**config.mk**
```make
export PLATFORM = sky130hd
export DESIGN_NAME = polyphonic_voice_allocator
export DESIGN_NICKNAME = d
export VERILOG_FILES = /design/src/rtl/core/pva_pkg.sv /design/src/rtl/core/pva_voice_cell.sv /design/src/rtl/core/pva_note_map.sv /design/src/rtl/core/polyphonic_voice_allocator.sv
export SDC_FILE = /design/constraint.sdc
export NUM_CORES = 2
export LEC_CHECK = 0
export ABC_CLOCK_PERIOD_IN_PS = 7300
export BUFFER_PORTS_ARGS = -buffer_cell sky130_fd_sc_hd__buf_2
export CELL_PAD_IN_SITES_DETAIL_PLACEMENT = 0
export CELL_PAD_IN_SITES_GLOBAL_PLACEMENT = 1
export CORE_ASPECT_RATIO = 0.5
export CORE_MARGIN = 1
export CORE_UTILIZATION = 52
export CTS_CLUSTER_SIZE = 14
export DETAILED_ROUTE_END_ITERATION = 12
export GPL_TIMING_DRIVEN = 0
export HOLD_SLACK_MARGIN = 0.12
export PLACE_DENSITY_LB_ADDON = 0.1
export SYNTH_ARGS = -nofsm -noshare
export SYNTH_HDL_FRONTEND = slang
export SYNTH_HIERARCHICAL = 1
export SYNTH_SLANG_ARGS = --single-unit
```
**constraint.sdc**
```tcl
create_clock -name clk -period 7.3 [get_ports clk]
set_input_delay 1.46 -clock clk [delete_from_list [all_inputs] [get_ports clk]]
set_output_delay 1.46 -clock clk [all_outputs]
set_load 0.02 [all_outputs]
```
**src/rtl/core/pva_pkg.sv**
```systemverilog
// Shared types, constants and helpers for the polyphonic voice allocator.
// Used by pva_voice_cell, pva_note_map and polyphonic_voice_allocator.
// No dependencies.
package pva_pkg;

    localparam int MAX_VOICES = 16;
    localparam int NOTE_SLOTS = 128;
    localparam int VOICE_W    = $clog2(MAX_VOICES);
    localparam int CNT_W      = $clog2(MAX_VOICES + 1);
    localparam int NOTE_W     = 8;
    localparam int MAP_W      = $clog2(NOTE_SLOTS);
    localparam int TIME_W     = 32;

    localparam logic [CNT_W-1:0]  VOICE_NONE = CNT_W'(MAX_VOICES);
    localparam logic [NOTE_W-1:0] NOTE_NONE  = NOTE_W'(NOTE_SLOTS);

    localparam logic [1:0] MODE_CHOOSE     = 2'd0;
    localparam logic [1:0] MODE_ACTIVATE   = 2'd1;
    localparam logic [1:0] MODE_DEACTIVATE = 2'd2;
    localparam logic [1:0] MODE_QUERY      = 2'd3;

    // Register index, taken from the word address bit of paddr.
    localparam logic REG_VOICE_COUNT = 1'b0;

    // Input beat.
    typedef struct packed {
        logic [1:0]        mode;
        logic [3:0]        voice;
        logic [NOTE_W-1:0] note;
        logic [TIME_W-1:0] now_ms;
    } cmd_t;

    // Result beat.
    typedef struct packed {
        logic [4:0]        chosen_voice;
        logic [NOTE_W-1:0] stolen_note;
        logic [4:0]        voice_of_note;
        logic [NOTE_W-1:0] note_of_voice;
        logic [4:0]        oldest_voice;
        logic [4:0]        active_total;
    } result_t;

    // Broadcast write to the voice cells.
    typedef struct packed {
        logic               en;
        logic               set;
        logic [VOICE_W-1:0] voice;
        logic [NOTE_W-1:0]  note;
        logic [TIME_W-1:0]  start;
    } voice_wr_t;

    // Write to the note-to-voice map.
    typedef struct packed {
        logic               en;
        logic               set;
        logic [MAP_W-1:0]   note;
        logic [VOICE_W-1:0] voice;
    } map_wr_t;

    // Search token handed from cell to cell.
    typedef struct packed {
        logic               valid;
        logic               hi_found;
        logic [VOICE_W-1:0] hi_idx;
        logic               lo_found;
        logic [VOICE_W-1:0] lo_idx;
        logic               has_best;
        logic [VOICE_W-1:0] best_idx;
        logic [TIME_W-1:0]  best_start;
        logic [NOTE_W-1:0]  best_note;
        logic [NOTE_W-1:0]  qnote;
    } carry_t;

    // Voices in use: zero acts as one, anything above the pool as the pool size.
    function automatic logic [CNT_W-1:0] clamp_count(input logic [4:0] raw);
        logic [CNT_W-1:0] res;
        if (raw == 5'd0)
        begin
            res = CNT_W'(1);
        end
        else if (32'(raw) > MAX_VOICES)
        begin
            res = CNT_W'(MAX_VOICES);
        end
        else
        begin
            res = CNT_W'(raw);
        end
        return res;
    endfunction

endpackage

```
**src/rtl/core/pva_voice_cell.sv**
```systemverilog
// One voice cell: holds the voice's active flag, note and start time, and
// folds its state into the search token passed down the row.
// Depends on pva_pkg.
module pva_voice_cell (
    input  logic                          clk,
    input  logic                          rst_n,
    input  logic [pva_pkg::VOICE_W-1:0]   cell_idx,
    input  pva_pkg::voice_wr_t            wr,
    input  logic [pva_pkg::CNT_W-1:0]     live_n,
    input  logic [pva_pkg::VOICE_W-1:0]   rr_start,
    input  logic [pva_pkg::VOICE_W-1:0]   qvoice,
    input  pva_pkg::carry_t               carry_in,
    output pva_pkg::carry_t               carry_out
);
    import pva_pkg::*;

    logic              busy_reg,  busy_next;
    logic [NOTE_W-1:0] note_reg,  note_next;
    logic [TIME_W-1:0] start_reg, start_next;
    carry_t            carry_reg, carry_next;
    logic              in_range;
    logic              hit;

    assign hit      = wr.en && (wr.voice == cell_idx);
    assign in_range = {1'b0, cell_idx} < live_n;

    always_comb
    begin
        busy_next  = busy_reg;
        note_next  = note_reg;
        start_next = start_reg;
        if (hit)
        begin
            busy_next  = wr.set;
            note_next  = wr.set ? wr.note : NOTE_NONE;
            start_next = wr.set ? wr.start : '0;
        end
    end

    // Free voices at or after the round-robin start go to the high slot, the
    // ones before it to the low slot; the first of each wins.
    always_comb
    begin
        carry_next = carry_in;
        if (carry_in.valid && in_range)
        begin
            if (!busy_reg)
            begin
                if (cell_idx >= rr_start)
                begin
                    if (!carry_in.hi_found)
                    begin
                        carry_next.hi_found = 1'b1;
                        carry_next.hi_idx   = cell_idx;
                    end
                end
                else if (!carry_in.lo_found)
                begin
                    carry_next.lo_found = 1'b1;
                    carry_next.lo_idx   = cell_idx;
                end
            end
            if (!carry_in.has_best || (start_reg < carry_in.best_start))
            begin
                carry_next.has_best   = 1'b1;
                carry_next.best_idx   = cell_idx;
                carry_next.best_start = start_reg;
                carry_next.best_note  = note_reg;
            end
        end
        if (carry_in.valid && (cell_idx == qvoice))
        begin
            carry_next.qnote = note_reg;
        end
    end

    always_ff @(posedge clk or negedge rst_n)
    begin
        if (!rst_n)
        begin
            busy_reg  <= 1'b0;
            note_reg  <= NOTE_NONE;
            start_reg <= '0;
            carry_reg <= '0;
        end
        else
        begin
            busy_reg  <= busy_next;
            note_reg  <= note_next;
            start_reg <= start_next;
            carry_reg <= carry_next;
        end
    end

    assign carry_out = carry_reg;

endmodule

```
**src/rtl/core/pva_note_map.sv**
```systemverilog
// Note-to-voice map: a 128-entry memory with one valid bit per note.
// An entry without its valid bit reads as no voice. Depends on pva_pkg.
module pva_note_map (
    input  logic                        clk,
    input  logic                        rst_n,
    input  pva_pkg::map_wr_t            wr,
    input  logic [pva_pkg::MAP_W-1:0]   rd_note,
    output logic [pva_pkg::CNT_W-1:0]   rd_owner
);
    import pva_pkg::*;

    logic [VOICE_W-1:0]    mem [NOTE_SLOTS];
    logic [NOTE_SLOTS-1:0] valid_reg;
    logic [VOICE_W-1:0]    rd_data_reg;
    logic                  rd_valid_reg;

    always_ff @(posedge clk)
    begin
        if (wr.en && wr.set)
        begin
            mem[wr.note] <= wr.voice;
        end
        rd_data_reg <= mem[rd_note];
    end

    always_ff @(posedge clk or negedge rst_n)
    begin
        if (!rst_n)
        begin
            valid_reg    <= '0;
            rd_valid_reg <= 1'b0;
        end
        else
        begin
            if (wr.en)
            begin
                valid_reg[wr.note] <= wr.set;
            end
            rd_valid_reg <= valid_reg[rd_note];
        end
    end

    assign rd_owner = rd_valid_reg ? {1'b0, rd_data_reg} : VOICE_NONE;

endmodule

```
**src/rtl/core/polyphonic_voice_allocator.sv**
```systemverilog
// Top level of the polyphonic voice allocator: control sequencer, register
// port, the row of voice cells and the note-to-voice map.
// Depends on pva_pkg, pva_voice_cell and pva_note_map.
//
//   channel   direction  handshake                      payload
//   command   in         start high while busy low      cmd    (cmd_t)
//   result    out        done high for one cycle        result (result_t)
//   config    in/out     APB write: psel,penable,pwrite paddr, pwdata, prdata
//
// After the acceptance edge the update cycle applies the update to the voice
// cells and the note map, the search token enters cell 0 in the next cycle and
// passes through the register of each of the MAX_VOICES cells down the row,
// and the result register then captures the result as the done strobe rises.
// The result beat is taken at the following edge, where a new command may
// also be accepted.
// busy is high from the acceptance edge until the edge that registers the
// result, so a new command can be taken in the cycle the result is shown.
// The receiver cannot stall: the result stays on its ports until replaced.
// After reset all voices are free, the map is empty, and voice_count is 16.
module polyphonic_voice_allocator (
    input  logic             clk,
    input  logic             rst_n,
    input  logic             start,
    output logic             busy,
    input  pva_pkg::cmd_t    cmd,
    output logic             done,
    output pva_pkg::result_t result,
    input  logic             psel,
    input  logic             penable,
    input  logic             pwrite,
    input  logic [2:0]       paddr,
    input  logic [31:0]      pwdata,
    output logic [31:0]      prdata,
    output logic             pready
);
    import pva_pkg::*;

    localparam logic [1:0] ST_IDLE   = 2'd0;
    localparam logic [1:0] ST_UPD    = 2'd1;
    localparam logic [1:0] ST_LAUNCH = 2'd2;
    localparam logic [1:0] ST_WAIT   = 2'd3;

    logic [1:0]         state_reg, state_next;
    cmd_t               cmd_reg;
    logic [4:0]         voice_count_reg;
    logic [CNT_W-1:0]   busy_total_reg, busy_total_next;
    logic [VOICE_W-1:0] last_assigned_reg;
    result_t            result_reg, result_next;
    logic               done_reg;

    logic [CNT_W-1:0]   live_n;
    logic [VOICE_W-1:0] rr_start;
    logic               accept;
    logic               cfg_wr;
    logic               voice_ok;
    logic               note_ok;
    logic [NOTE_W-1:0]  note_clean;
    logic [CNT_W-1:0]   map_owner;
    logic               finish;

    voice_wr_t          voice_wr;
    map_wr_t            map_wr;
    carry_t             chain [MAX_VOICES+1];

    assign accept   = start && !busy;
    assign busy     = (state_reg != ST_IDLE);
    assign cfg_wr   = psel && penable && pwrite && pready && (paddr[2] == REG_VOICE_COUNT);
    assign pready   = 1'b1;
    assign prdata   = (paddr[2] == REG_VOICE_COUNT) ? {27'b0, voice_count_reg} : 32'b0;

    assign live_n   = clamp_count(voice_count_reg);
    assign voice_ok = {1'b0, cmd_reg.voice} < live_n;
    assign note_ok  = !cmd_reg.note[NOTE_W-1];
    assign note_clean = note_ok ? cmd_reg.note : NOTE_NONE;

    // The round-robin search starts at the voice after the last one
    // assigned, wrapping at the number of voices in use.
    assign rr_start = ({1'b0, last_assigned_reg} + 1'b1 == live_n) ? '0
                    : last_assigned_reg + 1'b1;

    // ------------------------------------------------------------------
    // Sequencer
    // ------------------------------------------------------------------
    assign finish = (state_reg == ST_WAIT) && chain[MAX_VOICES].valid;

    always_comb
    begin
        state_next = state_reg;
        case (state_reg)
            ST_IDLE:
            begin
                if (accept)
                begin
                    state_next = ST_UPD;
                end
            end
            ST_UPD:    state_next = ST_LAUNCH;
            ST_LAUNCH: state_next = ST_WAIT;
            ST_WAIT:
            begin
                if (finish)
                begin
                    state_next = ST_IDLE;
                end
            end
            default:   state_next = ST_IDLE;
        endcase
    end

    always_ff @(posedge clk)
    begin
        if (accept)
        begin
            cmd_reg <= cmd;
        end
    end

    // ------------------------------------------------------------------
    // Update of one voice during the update cycle
    // ------------------------------------------------------------------
    always_comb
    begin
        voice_wr.en    = (state_reg == ST_UPD) && voice_ok &&
                         ((cmd_reg.mode == MODE_ACTIVATE) ||
                          (cmd_reg.mode == MODE_DEACTIVATE));
        voice_wr.set   = (cmd_reg.mode == MODE_ACTIVATE);
        voice_wr.voice = cmd_reg.voice;
        voice_wr.note  = note_clean;
        voice_wr.start = cmd_reg.now_ms;

        // Deactivate clears the map entry of the note it was given, which
        // need not be the note the voice was playing.
        map_wr.en      = voice_wr.en && note_ok;
        map_wr.set     = voice_wr.set;
        map_wr.note    = cmd_reg.note[MAP_W-1:0];
        map_wr.voice   = cmd_reg.voice;
    end

    always_comb
    begin
        busy_total_next = busy_total_reg;
        if (voice_wr.en)
        begin
            if (voice_wr.set)
            begin
                if (busy_total_reg < live_n)
                begin
                    busy_total_next = busy_total_reg + 1'b1;
                end
            end
            else if (busy_total_reg != '0)
            begin
                busy_total_next = busy_total_reg - 1'b1;
            end
        end
    end

    // ------------------------------------------------------------------
    // Row of voice cells; the token enters cell 0 in the launch cycle
    // ------------------------------------------------------------------
    always_comb
    begin
        chain[0]       = '0;
        chain[0].valid = (state_reg == ST_LAUNCH);
        chain[0].qnote = NOTE_NONE;
    end

    for (genvar i = 0; i < MAX_VOICES; i++)
    begin : g_cell
        pva_voice_cell u_cell (
            .clk       (clk),
            .rst_n     (rst_n),
            .cell_idx  (VOICE_W'(i)),
            .wr        (voice_wr),
            .live_n    (live_n),
            .rr_start  (rr_start),
            .qvoice    (cmd_reg.voice),
            .carry_in  (chain[i]),
            .carry_out (chain[i+1])
        );
    end

    pva_note_map u_map (
        .clk      (clk),
        .rst_n    (rst_n),
        .wr       (map_wr),
        .rd_note  (cmd_reg.note[MAP_W-1:0]),
        .rd_owner (map_owner)
    );

    // ------------------------------------------------------------------
    // Result assembly from the token leaving the last cell
    // ------------------------------------------------------------------
    always_comb
    begin
        result_next.chosen_voice  = VOICE_NONE;
        result_next.stolen_note   = NOTE_NONE;
        if (cmd_reg.mode == MODE_CHOOSE)
        begin
            if (chain[MAX_VOICES].hi_found)
            begin
                result_next.chosen_voice = {1'b0, chain[MAX_VOICES].hi_idx};
            end
            else if (chain[MAX_VOICES].lo_found)
            begin
                result_next.chosen_voice = {1'b0, chain[MAX_VOICES].lo_idx};
            end
            else
            begin
                // Every voice in use is active: steal the oldest one.
                result_next.chosen_voice = {1'b0, chain[MAX_VOICES].best_idx};
                result_next.stolen_note  = chain[MAX_VOICES].best_note;
            end
        end
        result_next.voice_of_note = note_ok ? map_owner : VOICE_NONE;
        result_next.note_of_voice = voice_ok ? chain[MAX_VOICES].qnote : NOTE_NONE;
        result_next.oldest_voice  = {1'b0, chain[MAX_VOICES].best_idx};
        result_next.active_total  = busy_total_reg;
    end

    always_ff @(posedge clk)
    begin
        if (finish)
        begin
            result_reg <= result_next;
        end
    end

    // ------------------------------------------------------------------
    // Control registers
    // ------------------------------------------------------------------
    always_ff @(posedge clk or negedge rst_n)
    begin
        if (!rst_n)
        begin
            state_reg         <= ST_IDLE;
            voice_count_reg   <= 5'(MAX_VOICES);
            busy_total_reg    <= '0;
            last_assigned_reg <= VOICE_W'(MAX_VOICES - 1);
            done_reg          <= 1'b0;
        end
        else
        begin
            state_reg      <= state_next;
            busy_total_reg <= busy_total_next;
            done_reg       <= finish;
            if (cfg_wr)
            begin
                voice_count_reg   <= pwdata[4:0];
                last_assigned_reg <= VOICE_W'(clamp_count(pwdata[4:0]) - 1'b1);
            end
            else if (voice_wr.en && voice_wr.set)
            begin
                last_assigned_reg <= cmd_reg.voice;
            end
        end
    end

    assign done   = done_reg;
    assign result = result_reg;

    // ------------------------------------------------------------------
    // Assertions
    // ------------------------------------------------------------------
    a_done_single: assert property (@(posedge clk) disable iff (!rst_n)
        done |=> !done)
        else $error("done strobe lasted more than one cycle");

    a_accept_update: assert property (@(posedge clk) disable iff (!rst_n)
        accept |=> (state_reg == ST_UPD))
        else $error("accepted beat did not enter the update cycle");

    a_token_in_wait: assert property (@(posedge clk) disable iff (!rst_n)
        chain[MAX_VOICES].valid |-> (state_reg == ST_WAIT))
        else $error("search token left the row outside the wait state");

    a_last_in_range: assert property (@(posedge clk) disable iff (!rst_n)
        ({1'b0, last_assigned_reg} < live_n))
        else $error("last assigned voice outside the voices in use");

endmodule

```
==> run summary <==
FF-to-FF path depth = 11
Port Buffer Count = 99
Critical Path Max Stage Delay = 0.94 ns
Arr. time, crit path = 6.27 ns
Slew @ Worst Pin = 1.56 ns
Critical path buffers and inverters = 5
yosys warns = 6
Tcrit/Tclk final = 78.4%
Die Ht = 335 um
placed cell area = 123,000 um^2
Post-Syn Area = 116,000 um^2
DP Worst Slack = 1.53 ns
max_cap viols = 1
CTS Hold Bufs = 0
routability cong. = 0.916
M1 GR Usage = 36.4%
Leakage = 58.7 nW
crit path cell chain = buf_16 > ha_1 > a211oi_1 > nor3_2 > nor4_2 > buf_4 > clkbuf_1 > buf_1 > nand4_1 > clkbuf_1 > nor2_1
RSZ-0062 raised after global routing = false
skew final = 0.0728 ns
fin. max-slew vios = 21
Crit path max-delay family = buffers and inverters
CTS sink cnt = 2,390
share of cells above drive strength 1 = 15.3%
most common cell after layout, fill and taps aside = dfrtp_1
Total Wirelength = 292,000 um
RR Startpoint = cmd_reg[42]
failing checks = capacitance limit, slew limit
CP max-delay cell = edfxtp_1
setup TNS = 0 ns
Hold Path Class = input port to async pin
antenna violations before repair = 2
Slew HR = -3.96%
ANT nets after route = 0
most frequent cells in the layout = 1,772 x dfrtp_1, 1,217 x nand2_1, 848 x inv_1
routing usage on met2 = 43.4%
Pwr Density = 359 nW/um^2
first-pass GRT wire length = 453,000 um
smallest hold slack = 0.420 ns
Total Routing Usage GR = 26.3%
final hold violations = 0
Worst Setup Slack, final = 1.57 ns
row count = 121
full die area = 224,000 um^2
minimum clock period = 5.73 ns
vias in the first global route = 76.1k
Post-Synthesis Cells = 9,970
TritonCTS clock tree = yes
Syn Area/Cell = 11.6 um^2
Initial Util = 52.7%
die width = 669 um
core area = 219,000 um^2
worst-skew pair later-pin latency = 0.91 ns
Wirelength per Cell = 20.9 um
I/O pin total = 158
vias = 76.1k
H-tree depth = 4
busiest layer in global routing = met2
design area = 130,000 um^2
r2r endpoint = u_map/mem[20][2]
WP data required = 7.84 ns
drt pass-1 iters = 8
maximum VDD drop = 0.211 mV
outcome = finished, violations left
Post-CTS Setup Bufs = 0
Starting DRT DRC Count = 5,847
Max clock buf depth = 4
Max Fclk = 0.175 GHz
Clk pin slew, worst setup/hold paths = 0.07 ns
Global Route met3 Usage = 3.25%
Worst setup SP type = flip-flop
flop-to-flop setup slack = 1.57 ns
hpwl dp = 217,000 um
largest net degree at the start of global routing = 172
drc violations = 0
Crit Path Category = flip-flop to flip-flop
vias per inst = 5.44
TritonCTS Buffers = 220
post_cts resized = 0
Area Growth Syn to Fin = 12.7%
crit path capture type = flip-flop
setup violators final = 0
max FFs per register = 991
CP dominant cell by count = clkbuf_1
CP Max Fanout = 12
Tot Pwr = 46.7 mW
Clock Tree Root = clkbuf_16
final global-route overflow total = 0
nets = 11.6k
==> where the power goes <==
part	internal, mW	switching (mW)	total (mW)
logic	7.28	8.90	16.2
registers	17.0	2.08	19.1
clock network	6.40	5.05	11.5
==> stage by stage <==
| step | cells | utilization, % |
|---|---|---|
| finish | 14000 | 59.4 |
| global route | 14000 | 59.4 |
| CTS | 14000 | 59.4 |
| detailed placement | 13600 | 56.2 |
| global placement | 13500 | 55.5 |
| floorplan | 10500 | - |
==> worst max path at each step <==
stage | from | end | slack, ns | cells after the start
after global routing | cmd_reg[42] | u_map/mem[30][2] | 1.48 | 11
after detailed placement | rst_n | g_cell[15].u_cell/start_reg[3] | 1.53 | 7
final | cmd_reg[42] | u_map/mem[20][2] | 1.57 | 11
after global placement | rst_n | g_cell[15].u_cell/start_reg[12] | -35.81 | 1
after floorplan | cmd_reg[42] | u_map/mem[103][0] | 1.67 | 10
after CTS | cmd_reg[42] | u_map/mem[19][3] | 1.74 | 11
==> final cells by class <==
class	instances	area, um^2
Clock inverter	53	493
Sequential cell	2390	62800
Tap cell	2952	3690
Inverter	848	3180
Clock buffer	338	6530
Multi-Input combinational cell	6619	48500
Timing Repair Buffer	164	1980
Buffer	611	3080
Fill cell	18400	89000
Antenna cell	2	5.00
==> routing by layer <==
layer / vias up / wire length [um]
li1: 36600 / -
met1: 37100 / 131000
met2: 1910 / 137000
met3: 459 / 13700
met4: 0 / 9780
met5: - / 0
(Power assumes the default switching activity.)
